File: config.mk
export PLATFORM = sky130hd
export DESIGN_NAME = at_response_ipd_parser_flat
export DESIGN_NICKNAME = d
export VERILOG_FILES = /design/src/design/atipd_pkg.sv /design/src/design/atipd_rx_if.sv /design/src/design/atipd_res_if.sv /design/src/design/at_response_ipd_parser.sv /design/src/flat_wrapper.sv
export VERILOG_INCLUDE_DIRS = /design/src /design/src/design
export SDC_FILE = /design/constraint.sdc
export NUM_CORES = 1
export LEC_CHECK = 0
export BUFFER_PORTS_ARGS = -buffer_cell sky130_fd_sc_hd__buf_2
export CORE_MARGIN = 3
export CORE_UTILIZATION = 50
export CTS_CLUSTER_SIZE = 25
export DETAILED_ROUTE_END_ITERATION = 10
export PLACE_DENSITY = 0.7
export SLEW_MARGIN = 30
export SYNTH_ARGS = -nofsm -noshare
export SYNTH_HDL_FRONTEND = slang
export SYNTH_SLANG_ARGS = --single-unit
File: constraint.sdc
create_clock -name clk -period 4.03 [get_ports clk]
set_input_delay 0.806 -clock clk [delete_from_list [all_inputs] [get_ports clk]]
set_output_delay 0.806 -clock clk [all_outputs]
set_load 0.05 [all_outputs]
File: src/design/at_response_ipd_parser_assert.svh
// assertion macros for the ipd response parser
`ifndef AT_RESPONSE_IPD_PARSER_ASSERT_SVH
`define AT_RESPONSE_IPD_PARSER_ASSERT_SVH

// same-cycle implication, checked on clk outside reset
`define ATIPD_ASSERT_NOW(label, ante, cons, msg) \
	label: assert property (@(posedge clk) disable iff (!arst_n) (ante) |-> (cons)) \
		else $error(msg);

// next-cycle implication, checked on clk outside reset
`define ATIPD_ASSERT_NEXT(label, ante, cons, msg) \
	label: assert property (@(posedge clk) disable iff (!arst_n) (ante) |=> (cons)) \
		else $error(msg);

`endif

File: src/design/atipd_pkg.sv
// shared types and constants for the ipd response parser
package atipd_pkg;

	localparam int unsigned LENGTH_BITS_DEF = 16;

	typedef enum logic [3:0] {
		PH_START  = 4'd0,
		PH_PLUS   = 4'd1,
		PH_I      = 4'd2,
		PH_P      = 4'd3,
		PH_D      = 4'd4,
		PH_ID     = 4'd5,
		PH_COMMA2 = 4'd6,
		PH_LEN    = 4'd7,
		PH_DATA   = 4'd8,
		PH_DIGIT  = 4'd9,
		PH_DIGCOM = 4'd10,
		PH_SKIP   = 4'd11
	} phase_t;

	typedef enum logic [2:0] {
		EV_NONE   = 3'd0,
		EV_PROMPT = 3'd1,
		EV_BUSY   = 3'd2,
		EV_ERROR  = 3'd3,
		EV_CONN   = 3'd4
	} event_t;

	localparam logic [7:0] CH_PLUS   = 8'h2B;
	localparam logic [7:0] CH_I      = 8'h49;
	localparam logic [7:0] CH_P      = 8'h50;
	localparam logic [7:0] CH_D      = 8'h44;
	localparam logic [7:0] CH_COMMA  = 8'h2C;
	localparam logic [7:0] CH_COLON  = 8'h3A;
	localparam logic [7:0] CH_NL     = 8'h0A;
	localparam logic [7:0] CH_GT     = 8'h3E;
	localparam logic [7:0] CH_B      = 8'h62;
	localparam logic [7:0] CH_E      = 8'h45;
	localparam logic [7:0] CH_L      = 8'h6C;
	localparam logic [7:0] CH_R      = 8'h52;
	localparam logic [7:0] CH_S      = 8'h53;
	localparam logic [7:0] CH_C      = 8'h43;
	localparam logic [7:0] CH_ZERO   = 8'h30;
	localparam logic [7:0] CH_NINE   = 8'h39;

	localparam int unsigned RADIX = 10;

	typedef struct packed {
		logic         payload_valid;
		logic [7:0]   payload_byte;
		logic [3:0]   payload_client;
		logic         payload_last;
		event_t       event_code;
		logic         parser_idle;
	} res_t;

endpackage

File: src/design/atipd_rx_if.sv
// input channel: one received byte per word
interface atipd_rx_if;
	logic       valid;
	logic       ready;
	logic [7:0] rx_byte;

	modport source (output valid, output rx_byte, input ready);
	modport sink (input valid, input rx_byte, output ready);
endinterface

File: src/design/atipd_res_if.sv
// result channel: one parse result per word
interface atipd_res_if;
	logic       valid;
	logic       ready;
	logic       payload_valid;
	logic [7:0] payload_byte;
	logic [3:0] payload_client;
	logic       payload_last;
	logic [2:0] event_code;
	logic       parser_idle;

	modport source (output valid, output payload_valid, output payload_byte,
		output payload_client, output payload_last, output event_code,
		output parser_idle, input ready);
	modport sink (input valid, input payload_valid, input payload_byte,
		input payload_client, input payload_last, input event_code,
		input parser_idle, output ready);
endinterface

File: src/design/at_response_ipd_parser.sv
// top level of the modem ipd response parser
// usage:
//  rx  : one modem response byte per word (valid/ready)
//  res : one result word per accepted byte, carrying payload byte, client id,
//        last mark, event code and a line-start flag
//  the result word is registered: a byte accepted at one edge gives its result word
//  at the output from the next cycle on
//  throughput is one byte per cycle while the receiver keeps taking results; the parse state and the result register
//  update together, so a new byte is taken while the previous result is
//  being taken by the receiver
//  when the receiver stalls with a result pending, rx ready drops and the
//  held word stays on res until it is taken
//  "+IPD,id,len:" opens a frame of len payload bytes; len is accumulated
//  modulo 2^LENGTH_BITS, a zero length goes straight back to line start
//  reset puts the parser at line start, clears length and client, and
//  empties the result register
`include "at_response_ipd_parser_assert.svh"

module at_response_ipd_parser #(
	parameter int unsigned LENGTH_BITS = atipd_pkg::LENGTH_BITS_DEF
) (
	input  logic              clk,
	input  logic              arst_n,
	atipd_rx_if.sink          rx,
	atipd_res_if.source       res
);

	// parse state
	atipd_pkg::phase_t         phase_q, phase_d;
	logic [LENGTH_BITS-1:0]    len_q, len_d;
	logic [3:0]                client_q, client_d;

	// result register
	logic                      res_valid_q;
	atipd_pkg::res_t           res_q, res_d;

	logic                      in_accept;
	logic [7:0]                c;
	logic                      c_digit;
	logic [LENGTH_BITS-1:0]    len_dec;
	logic [LENGTH_BITS-1:0]    len_acc;

	// accept whenever the result slot is empty or is being drained
	assign rx.ready  = !res_valid_q || res.ready;
	assign in_accept = rx.valid && rx.ready;

	assign c       = rx.rx_byte;
	assign c_digit = (c >= atipd_pkg::CH_ZERO) && (c <= atipd_pkg::CH_NINE);

	// len*10 + c - '0', as shifts and adds, wrapped to the length width
	assign len_acc = (len_q << 3) + (len_q << 1)
		+ LENGTH_BITS'(c) - LENGTH_BITS'(atipd_pkg::CH_ZERO);
	assign len_dec = len_q - LENGTH_BITS'(1);

	always_comb begin
		phase_d  = phase_q;
		len_d    = len_q;
		client_d = client_q;
		res_d    = '0;
		res_d.event_code = atipd_pkg::EV_NONE;

		case (phase_q)
			atipd_pkg::PH_START: begin
				if (c == atipd_pkg::CH_PLUS) begin
					phase_d = atipd_pkg::PH_PLUS;
				end else if (c == atipd_pkg::CH_GT) begin
					res_d.event_code = atipd_pkg::EV_PROMPT;
					phase_d = atipd_pkg::PH_SKIP;
				end else if (c == atipd_pkg::CH_R || c == atipd_pkg::CH_S) begin
					phase_d = atipd_pkg::PH_SKIP;
				end else if (c == atipd_pkg::CH_B) begin
					res_d.event_code = atipd_pkg::EV_BUSY;
					phase_d = atipd_pkg::PH_SKIP;
				end else if (c_digit) begin
					// ascii digit: low nibble is its value
					client_d = c[3:0];
					phase_d  = atipd_pkg::PH_DIGIT;
				end else if (c == atipd_pkg::CH_E || c == atipd_pkg::CH_L) begin
					res_d.event_code = atipd_pkg::EV_ERROR;
					phase_d = atipd_pkg::PH_SKIP;
				end
			end
			atipd_pkg::PH_PLUS: begin
				phase_d = (c == atipd_pkg::CH_I) ? atipd_pkg::PH_I : atipd_pkg::PH_SKIP;
			end
			atipd_pkg::PH_I: begin
				phase_d = (c == atipd_pkg::CH_P) ? atipd_pkg::PH_P : atipd_pkg::PH_SKIP;
			end
			atipd_pkg::PH_P: begin
				phase_d = (c == atipd_pkg::CH_D) ? atipd_pkg::PH_D : atipd_pkg::PH_SKIP;
			end
			atipd_pkg::PH_D: begin
				phase_d = (c == atipd_pkg::CH_COMMA) ? atipd_pkg::PH_ID : atipd_pkg::PH_SKIP;
			end
			atipd_pkg::PH_ID: begin
				if (c_digit) begin
					client_d = c[3:0];
					phase_d  = atipd_pkg::PH_COMMA2;
				end else begin
					phase_d = atipd_pkg::PH_SKIP;
				end
			end
			atipd_pkg::PH_COMMA2: begin
				phase_d = (c == atipd_pkg::CH_COMMA) ? atipd_pkg::PH_LEN : atipd_pkg::PH_SKIP;
				len_d   = '0;
			end
			atipd_pkg::PH_LEN: begin
				if (c == atipd_pkg::CH_COLON) begin
					// a length that wrapped to zero counts as empty
					phase_d = (len_q == '0) ? atipd_pkg::PH_START : atipd_pkg::PH_DATA;
				end else begin
					len_d = len_acc;
				end
			end
			atipd_pkg::PH_DATA: begin
				res_d.payload_valid  = 1'b1;
				res_d.payload_byte   = c;
				res_d.payload_client = client_q;
				len_d = len_dec;
				if (len_dec == '0) begin
					res_d.payload_last = 1'b1;
					phase_d = atipd_pkg::PH_START;
				end
			end
			atipd_pkg::PH_DIGIT: begin
				phase_d = (c == atipd_pkg::CH_COMMA) ? atipd_pkg::PH_DIGCOM
					: atipd_pkg::PH_SKIP;
			end
			atipd_pkg::PH_DIGCOM: begin
				if (c == atipd_pkg::CH_C) begin
					res_d.event_code = atipd_pkg::EV_CONN;
				end
				phase_d = atipd_pkg::PH_SKIP;
			end
			atipd_pkg::PH_SKIP: begin
				if (c == atipd_pkg::CH_NL) begin
					phase_d = atipd_pkg::PH_START;
				end
			end
			default: begin
				phase_d = atipd_pkg::PH_START;
			end
		endcase

		res_d.parser_idle = (phase_d == atipd_pkg::PH_START);
	end

	// parse state advances only on an accepted word
	always_ff @(posedge clk or negedge arst_n) begin
		if (!arst_n) begin
			phase_q  <= atipd_pkg::PH_START;
			len_q    <= '0;
			client_q <= '0;
		end else if (in_accept) begin
			phase_q  <= phase_d;
			len_q    <= len_d;
			client_q <= client_d;
		end
	end

	// result slot: filled on accept, emptied when taken without refill
	always_ff @(posedge clk or negedge arst_n) begin
		if (!arst_n) begin
			res_valid_q <= 1'b0;
		end else if (in_accept) begin
			res_valid_q <= 1'b1;
		end else if (res.ready) begin
			res_valid_q <= 1'b0;
		end
	end

	always_ff @(posedge clk) begin
		if (in_accept) begin
			res_q <= res_d;
		end
	end

	assign res.valid          = res_valid_q;
	assign res.payload_valid  = res_q.payload_valid;
	assign res.payload_byte   = res_q.payload_byte;
	assign res.payload_client = res_q.payload_client;
	assign res.payload_last   = res_q.payload_last;
	assign res.event_code     = res_q.event_code;
	assign res.parser_idle    = res_q.parser_idle;

	// the payload phase never holds an exhausted length
	`ATIPD_ASSERT_NOW(a_data_len_nonzero, phase_q == atipd_pkg::PH_DATA, len_q != '0,
		"payload phase with zero remaining length")

	// non-payload words carry zero payload fields
	`ATIPD_ASSERT_NOW(a_payload_zero, res_valid_q && !res_q.payload_valid,
		res_q.payload_byte == '0 && res_q.payload_client == '0 && !res_q.payload_last,
		"payload fields set on a non-payload word")

	// the idle flag of a fresh result matches the state it left behind
	`ATIPD_ASSERT_NEXT(a_idle_matches, in_accept,
		res_q.parser_idle == (phase_q == atipd_pkg::PH_START),
		"idle flag disagrees with parse state")

	// the final byte of a frame returns the parser to line start
	`ATIPD_ASSERT_NEXT(a_last_to_start,
		in_accept && phase_q == atipd_pkg::PH_DATA && len_q == LENGTH_BITS'(1),
		phase_q == atipd_pkg::PH_START && res_q.payload_last,
		"final payload byte did not close the frame")

endmodule
File: src/flat_wrapper.sv
// flat-port wrapper written by rule: the top's interface ports become plain ports
module at_response_ipd_parser_flat 
#(
	parameter int unsigned LENGTH_BITS = atipd_pkg::LENGTH_BITS_DEF
)
  (clk, arst_n, rx_valid, rx_rx_byte, rx_ready, res_valid, res_payload_valid, res_payload_byte, res_payload_client, res_payload_last, res_event_code, res_parser_idle, res_ready);
  atipd_rx_if rx_i ();
  atipd_res_if res_i ();
  input  logic clk;
  input  logic arst_n;
  input wire logic [$bits(rx_i.valid)-1:0] rx_valid;
  input wire logic [$bits(rx_i.rx_byte)-1:0] rx_rx_byte;
  output wire logic [$bits(rx_i.ready)-1:0] rx_ready;
  output wire logic [$bits(res_i.valid)-1:0] res_valid;
  output wire logic [$bits(res_i.payload_valid)-1:0] res_payload_valid;
  output wire logic [$bits(res_i.payload_byte)-1:0] res_payload_byte;
  output wire logic [$bits(res_i.payload_client)-1:0] res_payload_client;
  output wire logic [$bits(res_i.payload_last)-1:0] res_payload_last;
  output wire logic [$bits(res_i.event_code)-1:0] res_event_code;
  output wire logic [$bits(res_i.parser_idle)-1:0] res_parser_idle;
  input wire logic [$bits(res_i.ready)-1:0] res_ready;
  assign rx_i.valid = rx_valid;
  assign rx_i.rx_byte = rx_rx_byte;
  assign rx_ready = rx_i.ready;
  assign res_valid = res_i.valid;
  assign res_payload_valid = res_i.payload_valid;
  assign res_payload_byte = res_i.payload_byte;
  assign res_payload_client = res_i.payload_client;
  assign res_payload_last = res_i.payload_last;
  assign res_event_code = res_i.event_code;
  assign res_parser_idle = res_i.parser_idle;
  assign res_i.ready = res_ready;
  at_response_ipd_parser #(.LENGTH_BITS(LENGTH_BITS)) u_core (.clk(clk), .arst_n(arst_n), .rx(rx_i), .res(res_i));
endmodule
==> results.py, run 1 <==
metrics = {
    "critical_path": {
        "crit_path_start_kind": "input pin",
        "crit_fanout": 9,
        "cp-end-kind": "flop",
        "crit_start": "rx_rx_byte[4]",
        "critPathArrivalTime_ns": 3.64,
        "crit_type": "in2reg",
        "cp.required_ns": 4.20,
        "r2r_start": "u_core.len_q[1]$_DFFE_PN0P_",
    },
    "global_route": {
        "grt_pass1_vias": 3217,
        "grt_remaining_overflow": 0,
        "antenna_found_initial": 0,
        "grt_use_met3_pct": 3.54,
        "grt_pass1_wl_mm": 15.5,
        "grt_busiest_layer": "met2",
        "grt_use_met1_pct": 28.4,
        "gr-usage-all-layers_pct": 22.2,
        "grt_max_degree": 26,
        "grt_util_met2_pct": 37.5,
    },
    "yosys": {
        "synth_top_area_share_pct": 16.3,
        "ys_async_sr_fraction_pct": 58.1,
        "ys_seq_area_share_pct": 30.4,
        "synth_area_leaders": "dfrtp_1 (16%), edfxtp_1 (14%), ha_1 (12%)",
        "syn_nets": 482,
        "synth-edff-count": 18,
        "ys_types": 74,
        "syn_area_per_cell_um2": 8.95,
        "ys.flop_type": "dfrtp_1",
        "synth_seq_cells": 43,
        "syn-cell-area_um2": 3830,
        "yosysTopAreaCell": "dfrtp_1",
        "yosysWarnings": 0,
        "synth_cells": 428,
    },
    "timing": {
        "fin_crit_ns": 3.47,
        "rsz0062_at_grt": "no",
        "maxSlewViolCount": 0,
        "fin_crit_sh_pct": 86.2,
        "fin_skew_ns": 0.00908,
        "fmax_mhz": 288,
        "finalSetupViolations": 0,
        "worstMarginPinSlew_ns": 0.651,
        "hold_ws_ns": 0.498,
        "hold_viol_final": 0,
        "setup_tns_ns": 0,
        "relSlewSlack_pct": 56.5,
    },
    "clock_tree": {
        "clk_pin_slew_ns": 0.10,
        "cts_hold_buf": 0,
        "cts.repair.resized": 0,
        "cts_root_buf": "clkbuf_8",
        "cts_tree": "yes",
        "insertion_delay_ns": 0.30,
        "cts_buffer_depth": 2,
        "cts_num_sinks": 43,
        "cts_max_level": 2,
        "post_cts_buffers": 0,
        "cts_made_buffers": 5,
    },
    "placement": {
        "port_buffers": 31,
        "dp_hpwl_mm": 6.90,
        "postPlaceCellArea_um2": 4040,
        "gp_congestion": 0.883,
    },
    "power_and_ir_drop": {
        "combPwrFrac_pct": 70.4,
        "pwr-share-clk_pct": 8.3,
        "power.density_nw_per_um2": 851,
        "seq_power_share_pct": 21.3,
        "cell_internal_pwr_uw": 1710,
        "totalPowerFinal_uw": 3520,
        "netSwitchingFraction_pct": 51.4,
        "ir_worst_vdd_mv": 0.595,
        "p_switching_uw": 1810,
        "leakagePower_uw": 0.00179,
    },
    "cells_and_area": {
        "layout_common_cells": "inv_1 (49), ha_1 (36), o21ai_0 (35)",
        "syn_to_final_growth_pct": 7.84,
        "final_common_cell": "inv_1",
        "drive_gt1_share_pct": 14.8,
        "final_area_um2": 4130,
        "nets": 505,
        "final_util_pct": 56.4,
        "antennaDiodeCount": 0,
    },
    "drt": {
        "drc": 0,
        "num_vias": 3349,
        "routedWlPerCell_um": 16.8,
        "drt_wl_total_mm": 9.26,
        "dr.pass1.iters": 5,
        "postRouteAntennaNets": 0,
        "via_per_inst": 6.08,
        "first_iter_violations": 198,
    },
    "floorplanning": {
        "fp.dieH_um": 93.5,
        "rows": 31,
        "start_util_pct": 52.3,
        "die_w_um": 93.5,
        "die-area_um2": 8750,
        "ios": 32,
        "coreArea_um2": 7330,
    },
    "run_status": {
        "status": "complete, no violations",
    },
    "job": {
        "cap_violations": 0,
    },
    "worst_hold_path": {
        "hp-class": "in2async",
    },
}
[per-layer routing]
layer,vias up,part of all wire (%)
met4,0,1.9
li1,1604,-
met3,21,6.4
met1,1587,43
met5,-,0
met2,137,49
[synthesized netlist by cell type (4+ instances only)]
master	instances
a21oi_1	24
a31oi_1	8
a32oi_1	5
a41oi_1	4
and2_1	12
buf_2	12
clkbuf_1	5
dfrtp_1	25
edfxtp_1	18
fa_1	6
ha_1	36
inv_1	49
mux2_2	4
nand2_1	23
nand2b_1	5
nand3_1	12
nand4_1	5
nor2_1	30
nor2b_1	5
nor3_1	7
o21ai_0	35
o22ai_1	4
xnor2_1	10
xor2_1	4
[metrics by stage]
step           worst slack, ns  std cells
3_3_place_gp             0.399        543
2_1_floorplan            0.647        428
4_1_cts                  0.639        551
6_report                 0.556        551
5_1_grt                  0.404        551
3_5_place_dp             0.329        543
[worst max-delay path, stage by stage]
cell      delay [ns]
buf_2           0.20
inv_1           0.09
ha_1            0.29
inv_1           0.07
fa_1            0.45
ha_1            0.33
a211oi_1        0.45
o21ai_0         0.25
a21o_1          0.20
a21oi_1         0.19
xor2_1          0.19
o221ai_1        0.12
[cells by family after synthesis]
| kind of cell | share of synthesized area [%] |
|---|---|
| AND/OR/NAND/NOR | 21.2 |
| AO/OA/AOI/OAI | 20.7 |
| buffers and inverters | 7.74 |
| flip-flops | 30.4 |
| adder cells (fa/ha/maj) | 14.9 |
| XOR/XNOR | 3.20 |
| multiplexers | 1.83 |
[flip-flops by register name, indices dropped and copies added, names as in the netlist]
register / flops
u_core.res.parser_idle: 1
u_core.res.valid: 1
u_core.client_q: 4
u_core.res.payload_last: 1
u_core.res.payload_valid: 1
u_core.res.payload_client: 4
u_core.res.payload_byte: 8
u_core.len_q: 16
u_core.phase_q: 4
u_core.res.event_code: 3
[power by group through the flow]
stage                     sequential, uW  combinational [uW]  clock [uW]
after floorplan                      735                1960           0
after global placement               751                2400           0
after CTS                            743                2470         300
final                                748                2480         293
after global routing                 767                2800         318
after detailed placement             753                2450           0
[final cells by class]
cell class,instances,area (um2)
Fill cell,660,3200
Multi-Input combinational cell,315,2370
Clock buffer,5,68.8
Sequential cell,43,1170
Tap cell,99,124
Timing Repair Buffer,36,193
Inverter,50,188
Clock inverter,3,23.8
[path summary, 6_finish.rpt]
path                                                  endpoint  slack, ns  cells after the start
worst max-delay path              u_core.len_q[10]$_DFFE_PN0P_       0.56                     12
worst min-delay path               u_core.len_q[9]$_DFFE_PN0P_       0.50                      1
worst max register to register    u_core.len_q[10]$_DFFE_PN0P_       0.62                     11
worst min register to register  u_core.client_q[1]$_DFFE_PN0P_       0.50                      1
max in group asynchronous       u_core.client_q[0]$_DFFE_PN0P_       3.12                      1
min in group clk                u_core.client_q[1]$_DFFE_PN0P_       0.50                      1
No activity file was read; power rests on OpenSTA's default activity.
==> run 2: changes to the inputs <==
--- a/config.mk
+++ b/config.mk
@@ -12,6 +12,8 @@
 export CTS_CLUSTER_SIZE = 25
 export DETAILED_ROUTE_END_ITERATION = 10
 export PLACE_DENSITY = 0.7
+export RECOVER_POWER = 25
+export SKIP_LAST_GASP = 1
 export SLEW_MARGIN = 30
 export SYNTH_ARGS = -nofsm -noshare
 export SYNTH_HDL_FRONTEND = slang
==> run 2 against run 1 <==
  * Wire length rose by 0.28%
  * Sequential share of layout area about the same
  * Count of clock-buffer cells in the layout stayed put
  * Die area is the same
  * Critical path type unchanged
  * Critical endpoint unchanged
==> results.py, run 2 (synthesized netlist as in run 1, its figures left out) <==
metrics = {
    "drt": {
        "via_per_inst": 6.09,
        "drt_wl_total_mm": 9.28,
        "drc": 0,
        "num_vias": 3356,
        "postRouteAntennaNets": 0,
        "dr.pass1.iters": 7,
        "routedWlPerCell_um": 16.8,
        "first_iter_violations": 195,
    },
    "power_and_ir_drop": {
        "ir_worst_vdd_mv": 0.595,
        "power.density_nw_per_um2": 851,
        "leakagePower_uw": 0.00179,
    },
    "clock_tree": {
        "post_cts_buffers": 0,
        "insertion_delay_ns": 0.30,
        "cts_max_level": 2,
        "cts_hold_buf": 0,
        "cts_tree": "yes",
        "clk_pin_slew_ns": 0.09,
        "cts_made_buffers": 5,
        "cts_root_buf": "clkbuf_8",
        "cts.repair.resized": 0,
        "cts_buffer_depth": 2,
        "cts_num_sinks": 43,
    },
    "worst_hold_path": {
        "holdPathStages": 1,
        "worstHoldStart": "u_core.client_q[1]$_DFFE_PN0P_",
        "hp-class": "reg2reg",
        "min_to": "u_core.client_q[1]$_DFFE_PN0P_",
    },
    "placement": {
        "port_buffers": 31,
        "postPlaceCellArea_um2": 4040,
        "dp_hpwl_mm": 6.90,
        "gp_congestion": 0.883,
    },
    "cells_and_area": {
        "antennaDiodeCount": 0,
        "syn_to_final_growth_pct": 7.81,
        "largest_reg_flops": 16,
        "registers.top_by_ff_count": "u_core.len_q",
        "final_area_um2": 4130,
        "nets": 505,
        "layout_common_cells": "inv_1 (49), ha_1 (36), o21ai_0 (35)",
        "drive_gt1_share_pct": 14.6,
        "final_common_cell": "inv_1",
    },
    "timing": {
        "fin_crit_sh_pct": 84.6,
        "fmax_mhz": 293,
        "setup_tns_ns": 0,
        "fin_crit_ns": 3.41,
        "finalSetupViolations": 0,
        "rsz0062_at_grt": "no",
        "maxSlewViolCount": 0,
        "relSlewSlack_pct": 2.64,
        "hold_viol_final": 0,
        "fin_skew_ns": 0.00788,
        "worstMarginPinSlew_ns": 1.46,
    },
    "floorplanning": {
        "rows": 31,
        "die-area_um2": 8750,
        "ios": 32,
        "start_util_pct": 52.3,
        "coreArea_um2": 7330,
        "die_w_um": 93.5,
        "fp.dieH_um": 93.5,
    },
    "critical_path": {
        "r2r-end": "u_core.len_q[10]$_DFFE_PN0P_",
        "crit_path_start_kind": "input pin",
        "critPathArrivalTime_ns": 3.58,
        "r2r_start": "u_core.len_q[1]$_DFFE_PN0P_",
        "r2r_cells": 11,
        "crit_fanout": 9,
        "reg2reg_slack_ns": 0.68,
        "cp-end-kind": "flop",
        "cp.required_ns": 4.20,
        "crit_type": "in2reg",
    },
    "global_route": {
        "grt_remaining_overflow": 0,
        "antenna_found_initial": 0,
        "grt_pass1_vias": 3217,
        "gr-usage-all-layers_pct": 22.2,
        "grt_pass1_wl_mm": 15.5,
        "grt_max_degree": 26,
    },
    "job": {
        "cap_violations": 0,
    },
    "run_status": {
        "status": "complete, no violations",
    },
}
-- run 2: worst max path at each step --
stage	startpoint	endpoint	slack, ns	depth (start not counted)
after CTS	rx_rx_byte[3]	u_core.len_q[10]$_DFFE_PN0P_	0.64	10
after global routing	rx_rx_byte[4]	u_core.len_q[10]$_DFFE_PN0P_	0.40	12
final	rx_rx_byte[4]	u_core.len_q[10]$_DFFE_PN0P_	0.62	12
after detailed placement	rx_rx_byte[3]	u_core.len_q[10]$_DFFE_PN0P_	0.33	10
after floorplan	rx_rx_byte[4]	u_core.len_q[15]$_DFFE_PN0P_	0.65	13
after global placement	rx_rx_byte[4]	u_core.len_q[10]$_DFFE_PN0P_	0.40	12
-- run 2: area by class of cell --
type	instances	area [um2]
Fill cell	661	3200
Multi-Input combinational cell	315	2370
Sequential cell	43	1170
Timing Repair Buffer	36	191
Inverter	50	188
Tap cell	99	124
Clock buffer	5	68.8
Clock inverter	3	23.8
-- run 2: power breakdown --
group | leakage, uW | internal [uW] | total (uW) | switching (uW)
clock | 0.0000408 | 124 | 291 | 167
sequential | 0.000507 | 564 | 748 | 184
combinational | 0.00124 | 1020 | 2480 | 1450
total | 0.00179 | 1710 | 3520 | 1810
-- run 2: through the flow --
stage                     hold slack, ns  total power, uW  setup slack, ns  std cells  util, %
after floorplan                    0.472             2700            0.647        428        -
after global placement             0.483             3150            0.399        543     55.1
after detailed placement           0.488             3200            0.329        543     55.1
after CTS                          0.509             3510            0.639        551     56.4
after global routing               0.518             3890            0.404        551     56.3
final                              0.505             3520            0.620        551     56.3
-- run 2: worst max-delay path, cell delays in order --
cell and delay, ns:
buf_2 0.20, inv_1 0.09, ha_1 0.29, inv_1 0.07, fa_1 0.45, ha_1 0.33, a211oi_1 0.40, o21ai_0 0.24
a21o_1 0.20, a21oi_1 0.19, xor2_1 0.18, o221ai_1 0.12
-- run 2: metal layers --
layer / GRT usage [%] / wire length (um) / up-vias
met5: 0 / 0 / -
met4: 8.66 / 176 / 0
met3: 3.54 / 630 / 19
met2: 37.5 / 4530 / 149
met1: 28.4 / 3950 / 1584
li1: - / - / 1604
